[src/hdl/tcw_pkg.sv]
// ----------------------------------------------------------------------------
// tcw_pkg: shared types and constants of the text console writer
// Holds the controller state type, the result beat record and the fixed
// cell codes that more than one module of the console uses.
// ----------------------------------------------------------------------------
package tcw_pkg;

    localparam int CELL_W  = 16;
    localparam int CODE_W  = 8;
    localparam int ATTR_W  = 8;
    localparam int INDEX_W = 11;
    localparam int COL_W   = 7;
    localparam int ROW_W   = 5;

    localparam logic [CELL_W-1:0] RESET_CELL   = 16'h0F20;
    localparam logic [CELL_W-1:0] FILL_CELL    = 16'h0020;
    localparam logic [CODE_W-1:0] NEWLINE_CODE = 8'h0A;
    localparam logic [ATTR_W-1:0] RESET_ATTR   = 8'h0F;

    localparam logic REQ_WRITE = 1'b0;
    localparam logic REQ_READ  = 1'b1;

    typedef enum logic [2:0] {
        S_CLEAR,
        S_IDLE,
        S_READ,
        S_SCROLL,
        S_DONE
    } t_state;

    typedef struct packed {
        logic [CELL_W-1:0] cell_data;
        logic [COL_W-1:0]  cursor_col;
        logic [ROW_W-1:0]  cursor_row;
        logic              scrolled;
    } t_result;

endpackage

[src/hdl/tcw_ctrl.sv]
// ----------------------------------------------------------------------------
// tcw_ctrl: console sequencer
// Keeps the cursor and the ring offset of the screen, turns requests into
// memory accesses, runs the clearing pass and the row fill of a scroll.
// ----------------------------------------------------------------------------
module tcw_ctrl #(
    parameter int COLUMNS = 80,
    parameter int ROWS    = 25
) (
    input  logic                        i_clk,
    input  logic                        i_rst_n,
    input  logic [tcw_pkg::ATTR_W-1:0]  i_attr,
    input  logic                        i_in_valid,
    output logic                        o_busy,
    input  logic                        i_req_type,
    input  logic [tcw_pkg::CODE_W-1:0]  i_char_code,
    input  logic [tcw_pkg::INDEX_W-1:0] i_cell_index,
    output logic                        o_res_valid,
    output tcw_pkg::t_result            o_res,
    input  logic                        i_res_take,
    output logic                        o_wr_en,
    output logic [$clog2(COLUMNS*ROWS)-1:0] o_wr_addr,
    output logic [tcw_pkg::CELL_W-1:0]  o_wr_data,
    output logic                        o_rd_en,
    output logic [$clog2(COLUMNS*ROWS)-1:0] o_rd_addr,
    input  logic [tcw_pkg::CELL_W-1:0]  i_rd_data
);
    import tcw_pkg::*;

    localparam int CELLS = COLUMNS * ROWS;
    localparam int AW    = $clog2(CELLS);
    localparam int CW    = $clog2(COLUMNS);
    localparam int RW    = (ROWS > 2) ? $clog2(ROWS) : 1;
    localparam int SW    = ((AW > INDEX_W) ? AW : INDEX_W) + 1;

    t_state r_state, n_state;

    logic [CW-1:0] r_x, n_x;
    logic [RW-1:0] r_y, n_y;
    logic [AW-1:0] r_lin, n_lin;
    logic [AW-1:0] r_row_lin, n_row_lin;
    logic [AW-1:0] r_base, n_base;
    logic [AW-1:0] r_clr_addr, n_clr_addr;
    logic [AW-1:0] r_fill_addr, n_fill_addr;
    logic [CW-1:0] r_fill_cnt, n_fill_cnt;
    logic          r_rd_ok, n_rd_ok;
    t_result       r_res, n_res;

    logic          accept;
    logic          is_write;
    logic          is_nl;
    logic [CW:0]   x_inc;
    logic          wrap;
    logic          nl_event;
    logic          last_row;
    logic          clr_last;
    logic          fill_last;
    logic [AW:0]   sum_c;
    logic [AW:0]   phys_c;
    logic [SW-1:0] idx_ext;
    logic [SW-1:0] sum_r;
    logic [SW-1:0] phys_r;
    logic          in_range;
    logic [AW:0]   base_inc;
    logic [CW+COL_W-1:0] col_ext;
    logic [RW+ROW_W-1:0] row_ext;

    assign accept   = i_in_valid && (r_state == S_IDLE);
    assign is_write = (i_req_type == REQ_WRITE);
    assign is_nl    = (i_char_code == NEWLINE_CODE);
    assign x_inc    = {1'b0, r_x} + (CW+1)'(1);
    assign wrap     = (x_inc == (CW+1)'(COLUMNS));
    assign nl_event = is_write && (is_nl || wrap);
    assign last_row = (r_y == RW'(ROWS - 1));
    assign clr_last  = (r_clr_addr == AW'(CELLS - 1));
    assign fill_last = (r_fill_cnt == CW'(COLUMNS - 1));

    // Logical to physical address: the screen is a ring of rows whose top
    // row starts at r_base.
    assign sum_c  = {1'b0, r_lin} + {1'b0, r_base};
    assign phys_c = (sum_c >= (AW+1)'(CELLS)) ? (sum_c - (AW+1)'(CELLS)) : sum_c;

    assign idx_ext  = SW'(i_cell_index);
    assign in_range = (idx_ext < SW'(CELLS));
    assign sum_r    = idx_ext + SW'(r_base);
    assign phys_r   = (sum_r >= SW'(CELLS)) ? (sum_r - SW'(CELLS)) : sum_r;

    assign base_inc = {1'b0, r_base} + (AW+1)'(COLUMNS);

    always_comb begin
        n_state = r_state;
        case (r_state)
            S_CLEAR: begin
                if (clr_last) n_state = S_IDLE;
            end
            S_IDLE: begin
                if (accept) begin
                    if (!is_write) begin
                        n_state = S_READ;
                    end else if (nl_event && last_row) begin
                        n_state = S_SCROLL;
                    end else begin
                        n_state = S_DONE;
                    end
                end
            end
            S_READ: begin
                n_state = S_DONE;
            end
            S_SCROLL: begin
                if (fill_last) n_state = S_DONE;
            end
            S_DONE: begin
                if (i_res_take) n_state = S_IDLE;
            end
            default: begin
                n_state = S_CLEAR;
            end
        endcase
    end

    always_comb begin
        n_x         = r_x;
        n_y         = r_y;
        n_lin       = r_lin;
        n_row_lin   = r_row_lin;
        n_base      = r_base;
        n_clr_addr  = r_clr_addr;
        n_fill_addr = r_fill_addr;
        n_fill_cnt  = r_fill_cnt;
        n_rd_ok     = r_rd_ok;
        n_res       = r_res;
        o_wr_en     = 1'b0;
        o_wr_addr   = r_clr_addr;
        o_wr_data   = RESET_CELL;
        o_rd_en     = 1'b0;
        o_rd_addr   = phys_r[AW-1:0];
        col_ext     = '0;
        row_ext     = '0;

        case (r_state)
            S_CLEAR: begin
                o_wr_en    = 1'b1;
                n_clr_addr = r_clr_addr + AW'(1);
            end
            S_IDLE: begin
                if (accept) begin
                    n_res.cell_data = '0;
                    n_res.scrolled  = 1'b0;
                    if (!is_write) begin
                        o_rd_en = in_range;
                        n_rd_ok = in_range;
                    end else begin
                        if (!is_nl) begin
                            o_wr_en   = 1'b1;
                            o_wr_addr = phys_c[AW-1:0];
                            o_wr_data = {i_attr, i_char_code};
                        end
                        if (nl_event) begin
                            n_x = '0;
                            if (last_row) begin
                                n_lin          = r_row_lin;
                                n_base         = (base_inc == (AW+1)'(CELLS)) ? '0
                                                 : base_inc[AW-1:0];
                                n_fill_addr    = r_base;
                                n_fill_cnt     = '0;
                                n_res.scrolled = 1'b1;
                            end else begin
                                n_y       = r_y + RW'(1);
                                n_row_lin = r_row_lin + AW'(COLUMNS);
                                n_lin     = r_row_lin + AW'(COLUMNS);
                            end
                        end else begin
                            n_x   = x_inc[CW-1:0];
                            n_lin = r_lin + AW'(1);
                        end
                    end
                    col_ext          = {{COL_W{1'b0}}, n_x};
                    row_ext          = {{ROW_W{1'b0}}, n_y};
                    n_res.cursor_col = col_ext[COL_W-1:0];
                    n_res.cursor_row = row_ext[ROW_W-1:0];
                end
            end
            S_READ: begin
                n_res.cell_data = r_rd_ok ? i_rd_data : '0;
            end
            S_SCROLL: begin
                // The old top row becomes the new bottom row.
                o_wr_en     = 1'b1;
                o_wr_addr   = r_fill_addr;
                o_wr_data   = FILL_CELL;
                n_fill_addr = r_fill_addr + AW'(1);
                n_fill_cnt  = r_fill_cnt + CW'(1);
            end
            S_DONE: begin
            end
            default: begin
            end
        endcase
    end

    always_ff @(posedge i_clk) begin
        if (!i_rst_n) begin
            r_state    <= S_CLEAR;
            r_x        <= '0;
            r_y        <= '0;
            r_lin      <= '0;
            r_row_lin  <= '0;
            r_base     <= '0;
            r_clr_addr <= '0;
        end else begin
            r_state    <= n_state;
            r_x        <= n_x;
            r_y        <= n_y;
            r_lin      <= n_lin;
            r_row_lin  <= n_row_lin;
            r_base     <= n_base;
            r_clr_addr <= n_clr_addr;
        end
    end

    always_ff @(posedge i_clk) begin
        r_fill_addr <= n_fill_addr;
        r_fill_cnt  <= n_fill_cnt;
        r_rd_ok     <= n_rd_ok;
        r_res       <= n_res;
    end

    assign o_busy      = (r_state != S_IDLE);
    assign o_res_valid = (r_state == S_DONE);
    assign o_res       = r_res;

endmodule

[config.mk]
export PLATFORM = sky130hd
export DESIGN_NAME = tcw_ctrl
export DESIGN_NICKNAME = d
export VERILOG_FILES = /design/src/hdl/tcw_pkg.sv /design/src/hdl/tcw_ctrl.sv
export SDC_FILE = /design/constraint.sdc
export NUM_CORES = 1
export LEC_CHECK = 0
export BUFFER_PORTS_ARGS = -buffer_cell sky130_fd_sc_hd__buf_2
export CAP_MARGIN = 10
export CELL_PAD_IN_SITES_DETAIL_PLACEMENT = 2
export CELL_PAD_IN_SITES_GLOBAL_PLACEMENT = 2
export CORE_ASPECT_RATIO = 0.75
export CORE_MARGIN = 2
export CORE_UTILIZATION = 31
export CTS_BUF_LIST = sky130_fd_sc_hd__clkbuf_2 sky130_fd_sc_hd__clkbuf_4 sky130_fd_sc_hd__clkbuf_8
export CTS_CLUSTER_SIZE = 12
export DETAILED_ROUTE_END_ITERATION = 8
export GPL_TIMING_DRIVEN = 0
export PLACE_DENSITY = 0.9
export SYNTH_ARGS = -nofsm -noshare
export SYNTH_HDL_FRONTEND = slang
export SYNTH_SLANG_ARGS = --single-unit
[constraint.sdc]
create_clock -name i_clk -period 2.72 [get_ports i_clk]
set_input_delay 0.408 -clock i_clk [delete_from_list [all_inputs] [get_ports i_clk]]
set_output_delay 0.408 -clock i_clk [all_outputs]
set_load 0.005 [all_outputs]
==> flow_metrics.py, run 1 <==
metrics = {
    "placement": {
        "dp.cells": 1063,
        "place_hpwl_mm": 17.2,
        "gp_congestion": 0.834,
        "port_buffers": 116,
        "dp_slack_ps": -811,
    },
    "cts": {
        "clkSinkCount": 99,
        "cts_buffers": 9,
        "tritoncts": "yes",
        "clk_pin_slew_ps": 150,
        "cts_hold_buf": 0,
        "clockBufferDepth": 2,
        "clk-insertion-delay-late_ps": 440,
        "htree_levels": 3,
        "root_buffer": "clkbuf_8",
    },
    "synthesis": {
        "synth_most_common_cell": "nor2_1",
        "synth.largest_area_cell": "edfxtp_1",
        "synthTopCellsByCount": "nor2_1, dfxtp_1, edfxtp_1, nand2_1, nand3_1",
        "netlist-cell-type-count": 70,
        "postSynthAreaPerCell_um2": 8.92,
        "yosys_warnings": 0,
        "synth_fp_nets": 769,
        "ys_seq_elements": 99,
        "synth_ff_type": "dfxtp_1",
        "async_flop_share_pct": 0,
        "syn-cell-area_um2": 6170,
        "yosysTopAreaCellShare_pct": 23.4,
        "synth_area_leaders": "edfxtp_1, dfxtp_1, ha_1, xnor2_1, nor2_1",
        "syn_inst": 692,
        "yosysSeqAreaShare_pct": 39.9,
        "synth_edf_count": 48,
    },
    "timing": {
        "timing.fmax_mhz": 277,
        "finalSetupViolations": 19,
        "finalCritPeriodShare_pct": 133,
        "skew_ps": 38.3,
        "whs_ps": 280,
        "slew_violations": 0,
        "fin_tns_setup_ps": -10530,
        "setup_ws_ps": -891,
        "tightest_slew_ps": 822,
        "rsz0062_at_grt": "true",
        "fin_crit_ps": 3610,
        "max_slew_margin_pct": 45.2,
        "hold_violations": 0,
    },
    "worst_setup_path": {
        "cpMostUsedCell": "ha_4",
        "path_buf_inv": 2,
        "arrival_ps": 3200,
        "slowest_delay_ps": 520,
        "crit_required_ps": 2310,
        "crit_type": "reg -> out",
        "crit_path_top_delay_cell": "or4b_4",
        "critPathTopFamily": "simple AND/OR/NAND/NOR gates",
        "crit_path_max_fanout": 3,
        "worstSetupStartpointType": "flop",
        "end_kind": "primary output",
        "path_cells": "ha_4 > xor2_4 > inv_2 > ha_4 > a21boi_4 > or4b_4 > o21ai_4 > o211ai_1 > nor2_1 > xor2_1 > buf_2",
    },
    "finish": {
        "regArea_um2": 2490,
        "drive_above_1_share_pct": 31.5,
        "multiInputGateArea_um2": 4020,
        "syn_to_final_growth_pct": 31.7,
        "stdcell_count": 1112,
        "layout.nets": 929,
        "num-fill-cells": 2081,
    },
    "grt": {
        "grt_pass1_vias": 6988,
        "grt_max_degree": 19,
        "met3_usage_pct": 5.69,
        "overflow": 0,
        "grt_pass1_wl_mm": 42.9,
        "gr-max-usage-layer": "met2",
        "use_met1_pct": 33.4,
        "grt.met2_usage_pct": 44.0,
        "gr-usage-all-layers_pct": 26.2,
        "antenna_found_initial": 2,
    },
    "pwr": {
        "internal_power_mw": 2.20,
        "p_leak_nw": 3.06,
        "power_switching_mw": 1.13,
        "swShare_pct": 33.9,
        "p_per_area_nw_per_um2": 410,
        "combPwrFrac_pct": 18.9,
        "power_mw": 3.33,
        "pwr-share-seq_pct": 50.9,
        "max-vdd-ir-drop_v": 0.000218,
        "clkPwrFrac_pct": 30.3,
    },
    "detailed_routing": {
        "post_drt_wl_per_cell_um": 28.5,
        "via_per_inst": 6.06,
        "drtIter0Drc": 657,
        "drcViolationCount": 0,
        "drtPass1Iterations": 5,
        "wl_mm": 31.7,
        "route.vias.total": 6735,
        "ant_nets": 0,
    },
    "floorplan": {
        "dieArea_um2": 21100,
        "io_pins": 119,
        "core_area_um2": 19400,
        "rows": 44,
        "start_util_pct": 31.7,
        "die_w_um": 167,
        "die_h_um": 126,
    },
    "job": {
        "drv_cap": 0,
    },
    "status": {
        "violations": "negative setup slack",
        "status": "complete, but fails checks",
    },
    "hold_path": {
        "hold_class": "in -> reg",
    },
}
==> stage by stage <==
stage,utilization (%),area (um^2)
global placement,36.6,7120
CTS,39.7,7720
detailed placement,36.7,7140
finish,41.8,8120
floorplan,-,6220
global route,41.8,8120
==> routing by layer <==
metal / up-vias / wire length [um]
li1: 2841 / -
met1: 3463 / 13200
met2: 332 / 15300
met3: 99 / 1920
met4: 0 / 1220
met5: - / 0
==> registers in the layout, summed over array words and instances, names as in the netlist, 7 cells and up <==
register	cells
r_clr_addr	11
r_lin	11
r_base	7
r_fill_cnt	7
r_fill_addr	11
r_x	7
r_row_lin	7
o_res	29
==> cells in the final DEF, fill, tap and decap left out, types with 4 or more instances in the layout <==
master	Yosys	final
buf_2	3	120
nor2_1	73	69
edfxtp_1	48	48
nand2_1	46	44
nand3_1	42	42
dfxtp_1	51	39
buf_4	2	34
xnor2_1	38	31
o21ai_1	27	28
a21oi_1	32	26
and2_1	26	25
and3_1	25	24
xor2_1	26	22
o21ai_0	23	19
ha_1	29	19
clkbuf_1	26	16
or3_1	15	15
inv_1	15	14
o22ai_1	11	11
clkbuf_8	0	9
nor3_1	11	8
ha_4	0	8
a31oi_1	7	7
o31ai_1	11	7
dfxtp_4	0	7
nand4_1	6	6
a21oi_4	2	6
o21a_1	6	6
clkbuf_2	0	5
xnor2_2	0	5
dfxtp_2	0	5
nand4b_1	4	4
nand3b_1	4	4
buf_6	0	4
o21ai_2	2	4
o211ai_1	4	4
o2111ai_1	4	4
==> what timing repair did <==
action	4_1_cts	5_1_grt
gates resized for setup	65	59
pin swaps	28	24
gates cloned	0	0
setup buffers	16	19
setup endpoints to repair	52	36
==> worst paths after layout <==
kind | startpoint | end | slack (ps) | cells past startpoint
max | r_base[5] | o_rd_addr[9] | -890 | 11
min | i_rd_data[1] | o_res[14] | 280 | 2
max reg2reg | r_base[5] | r_base[8] | -50 | 10
min reg2reg | r_row_lin[10] | r_row_lin[10] | 520 | 2
==> cells by family after synthesis <==
| kind of cell | synth area share [%] |
|---|---|
| AO/OA/AOI/OAI | 17.4 |
| XOR/XNOR | 9.09 |
| adder cells (fa/ha/maj) | 6.06 |
| buffers and inverters | 3.41 |
| flip-flops | 39.9 |
| AND/OR/NAND/NOR | 23.8 |
| multiplexers | 0.345 |
==> power by group through the flow <==
stage | sequential, mW | combinational, mW | clock (mW)
floorplan | 1.71 | 0.252 | 0
global placement | 1.71 | 0.463 | 0
detailed placement | 1.72 | 0.502 | 0
CTS | 1.69 | 0.542 | 0.988
global route | 1.70 | 0.654 | 1.06
finish | 1.70 | 0.629 | 1.01
==> final cells by class <==
type / instances / share of cell area [%]
clock inverters: 7 / 0.739
multi-input cells: 540 / 49.5
diodes: 2 / 0.0616
inverters: 18 / 0.832
clock buffers: 9 / 1.52
flip-flops and latches: 99 / 30.7
plain buffers: 31 / 1.79
repair buffers: 153 / 10.9
well taps: 253 / 3.90
Note: power is estimated with default switching activity, not from simulation.
==> run 2, diff against run 1 <==
--- a/config.mk
+++ b/config.mk
@@ -9,7 +9,6 @@
 export CAP_MARGIN = 10
 export CELL_PAD_IN_SITES_DETAIL_PLACEMENT = 2
 export CELL_PAD_IN_SITES_GLOBAL_PLACEMENT = 2
-export CORE_ASPECT_RATIO = 0.75
 export CORE_MARGIN = 2
 export CORE_UTILIZATION = 31
 export CTS_BUF_LIST = sky130_fd_sc_hd__clkbuf_2 sky130_fd_sc_hd__clkbuf_4 sky130_fd_sc_hd__clkbuf_8
@@ -17,6 +16,7 @@
 export DETAILED_ROUTE_END_ITERATION = 8
 export GPL_TIMING_DRIVEN = 0
 export PLACE_DENSITY = 0.9
+export SETUP_SLACK_MARGIN = 0.1
 export SYNTH_ARGS = -nofsm -noshare
 export SYNTH_HDL_FRONTEND = slang
 export SYNTH_SLANG_ARGS = --single-unit
==> flow_metrics.py, run 2 (synthesized netlist as in run 1, its figures left out) <==
metrics = {
    "detailed_routing": {
        "via_per_inst": 5.77,
        "drtIter0Drc": 449,
        "route.vias.total": 6490,
        "ant_nets": 0,
        "drcViolationCount": 0,
        "post_drt_wl_per_cell_um": 25.4,
        "drtPass1Iterations": 4,
        "wl_mm": 28.6,
    },
    "placement": {
        "gp_congestion": 0.826,
        "port_buffers": 116,
        "dpl-instance-area_um2": 7160,
        "place_hpwl_mm": 16.5,
        "dp.cells": 1074,
    },
    "finish": {
        "final_common_cell": "buf_2",
        "syn_to_final_growth_pct": 30.5,
        "stdcell_area_um2": 8050,
        "layout.nets": 931,
        "largest_register_ffs": 29,
        "final_cell_mix": "buf_2, nor2_1, edfxtp_1, nand2_1, nand3_1",
        "utilization_pct": 41.2,
        "drive_above_1_share_pct": 30.7,
        "stdcell_count": 1124,
        "antenna_cells": 0,
        "num-fill-cells": 2168,
    },
    "floorplan": {
        "dieArea_um2": 21000,
        "core_area_um2": 19500,
        "die_h_um": 145,
        "io_pins": 119,
        "die_w_um": 145,
        "rows": 51,
        "start_util_pct": 31.6,
    },
    "timing": {
        "timing.fmax_mhz": 271,
        "max_slew_margin_pct": 45.2,
        "finalCritPeriodShare_pct": 136,
        "skew_ps": 21.1,
        "slew_violations": 0,
        "finalSetupViolations": 14,
        "rsz0062_at_grt": "true",
        "hold_violations": 0,
        "fin_crit_ps": 3690,
        "setup_ws_ps": -966,
        "tightest_slew_ps": 821,
        "whs_ps": 277,
    },
    "pwr": {
        "power_mw": 3.24,
        "max-vdd-ir-drop_v": 0.000174,
        "p_leak_nw": 3.05,
        "p_per_area_nw_per_um2": 402,
    },
    "worst_setup_path": {
        "path_cells": "ha_1 > xnor2_2 > nor3_2 > nand3b_1 > maj3_2 > a2111oi_4 > xnor2_2 > a21oi_2 > buf_2",
        "crit_required_ps": 2310,
        "slowest_delay_ps": 460,
        "crit_type": "reg -> out",
        "crit_path_max_fanout": 8,
        "arrival_ps": 3280,
        "cpMostUsedCell": "xnor2_2",
        "end_kind": "primary output",
        "worstSetupStartpointType": "flop",
        "crit_path_top_delay_cell": "dfxtp_2",
    },
    "cts": {
        "cts_hold_buf": 0,
        "htree_levels": 3,
        "root_buffer": "clkbuf_8",
        "tritoncts": "yes",
        "clk-insertion-delay-late_ps": 420,
        "clockBufferDepth": 2,
        "clkSinkCount": 99,
        "cts_buffers": 9,
        "clk_pin_slew_ps": 120,
    },
    "status": {
        "status": "complete, but fails checks",
        "violations": "negative setup slack",
    },
    "grt": {
        "grt_pass1_vias": 6911,
        "antenna_found_initial": 0,
        "use_met1_pct": 27.4,
        "overflow": 0,
        "grt.met2_usage_pct": 44.7,
        "grt_pass1_wl_mm": 40.4,
        "gr-usage-all-layers_pct": 24.1,
        "gr-max-usage-layer": "met2",
        "met3_usage_pct": 4.47,
        "grt_max_degree": 19,
    },
    "job": {
        "drv_cap": 0,
    },
    "hold_path": {
        "hold_class": "in -> reg",
    },
}
[run 2: final timing paths]
check / start / depth (start not counted) / slack (ps) / to
setup reg to reg: r_x[2] / 8 / 130 / r_fill_addr[8]
setup / recovery: r_base[8] / 9 / -970 / o_wr_addr[9]
hold / removal: i_rd_data[6] / 2 / 280 / o_res[19]
hold reg to reg: r_row_lin[10] / 2 / 530 / r_row_lin[10]
[run 2: per-stage QoR]
stage	setup TNS [ps]	setup WS, ps
floorplan	-209	-109
global placement	-13290	-674
detailed placement	-15910	-752
CTS	-7490	-654
global route	-11080	-1040
finish	-9940	-966
[run 2: power by group]
part / total [mW] / internal, mW / switching [mW]
combinational: 0.601 / 0.228 / 0.373
clock: 0.952 / 0.352 / 0.601
sequential: 1.68 / 1.64 / 0.0470
[run 2: layout make-up]
class | count | area, um^2 | share of cell area (%)
plain buffers | 35 | 170 | 2.11
clock buffers | 11 | 139 | 1.73
repair buffers | 151 | 863 | 10.7
clock inverters | 5 | 30.0 | 0.373
inverters | 18 | 67.6 | 0.839
flip-flops and latches | 99 | 2490 | 30.9
multi-input cells | 540 | 3960 | 49.2
well taps | 265 | 332 | 4.12
[run 2: repair_timing]
| item | CTS | global route |
|---|---|---|
| pin swaps | 19 | 12 |
| setup endpoints to repair | 53 | 45 |
| resized for setup | 52 | 60 |
| buffers inserted | 18 | 16 |
| endpoints found under the hold margin | 0 | 0 |
[run 2: per-layer routing]
layer / vias up / share of wire, %
met2: 265 / 53
met1: 3292 / 38
met4: 0 / 4.3
met5: - / 0
li1: 2849 / -
met3: 84 / 4.3
[run 2: worst max-delay path: cells and delay by family, from the launching register on]
kind,cells,cell delay (ps)
AO/OA/AOI/OAI,2,610
XOR/XNOR,2,350
adder cells (fa/ha/maj),2,730
buffers and inverters,1,140
flip-flops,1,460
AND/OR/NAND/NOR,2,570
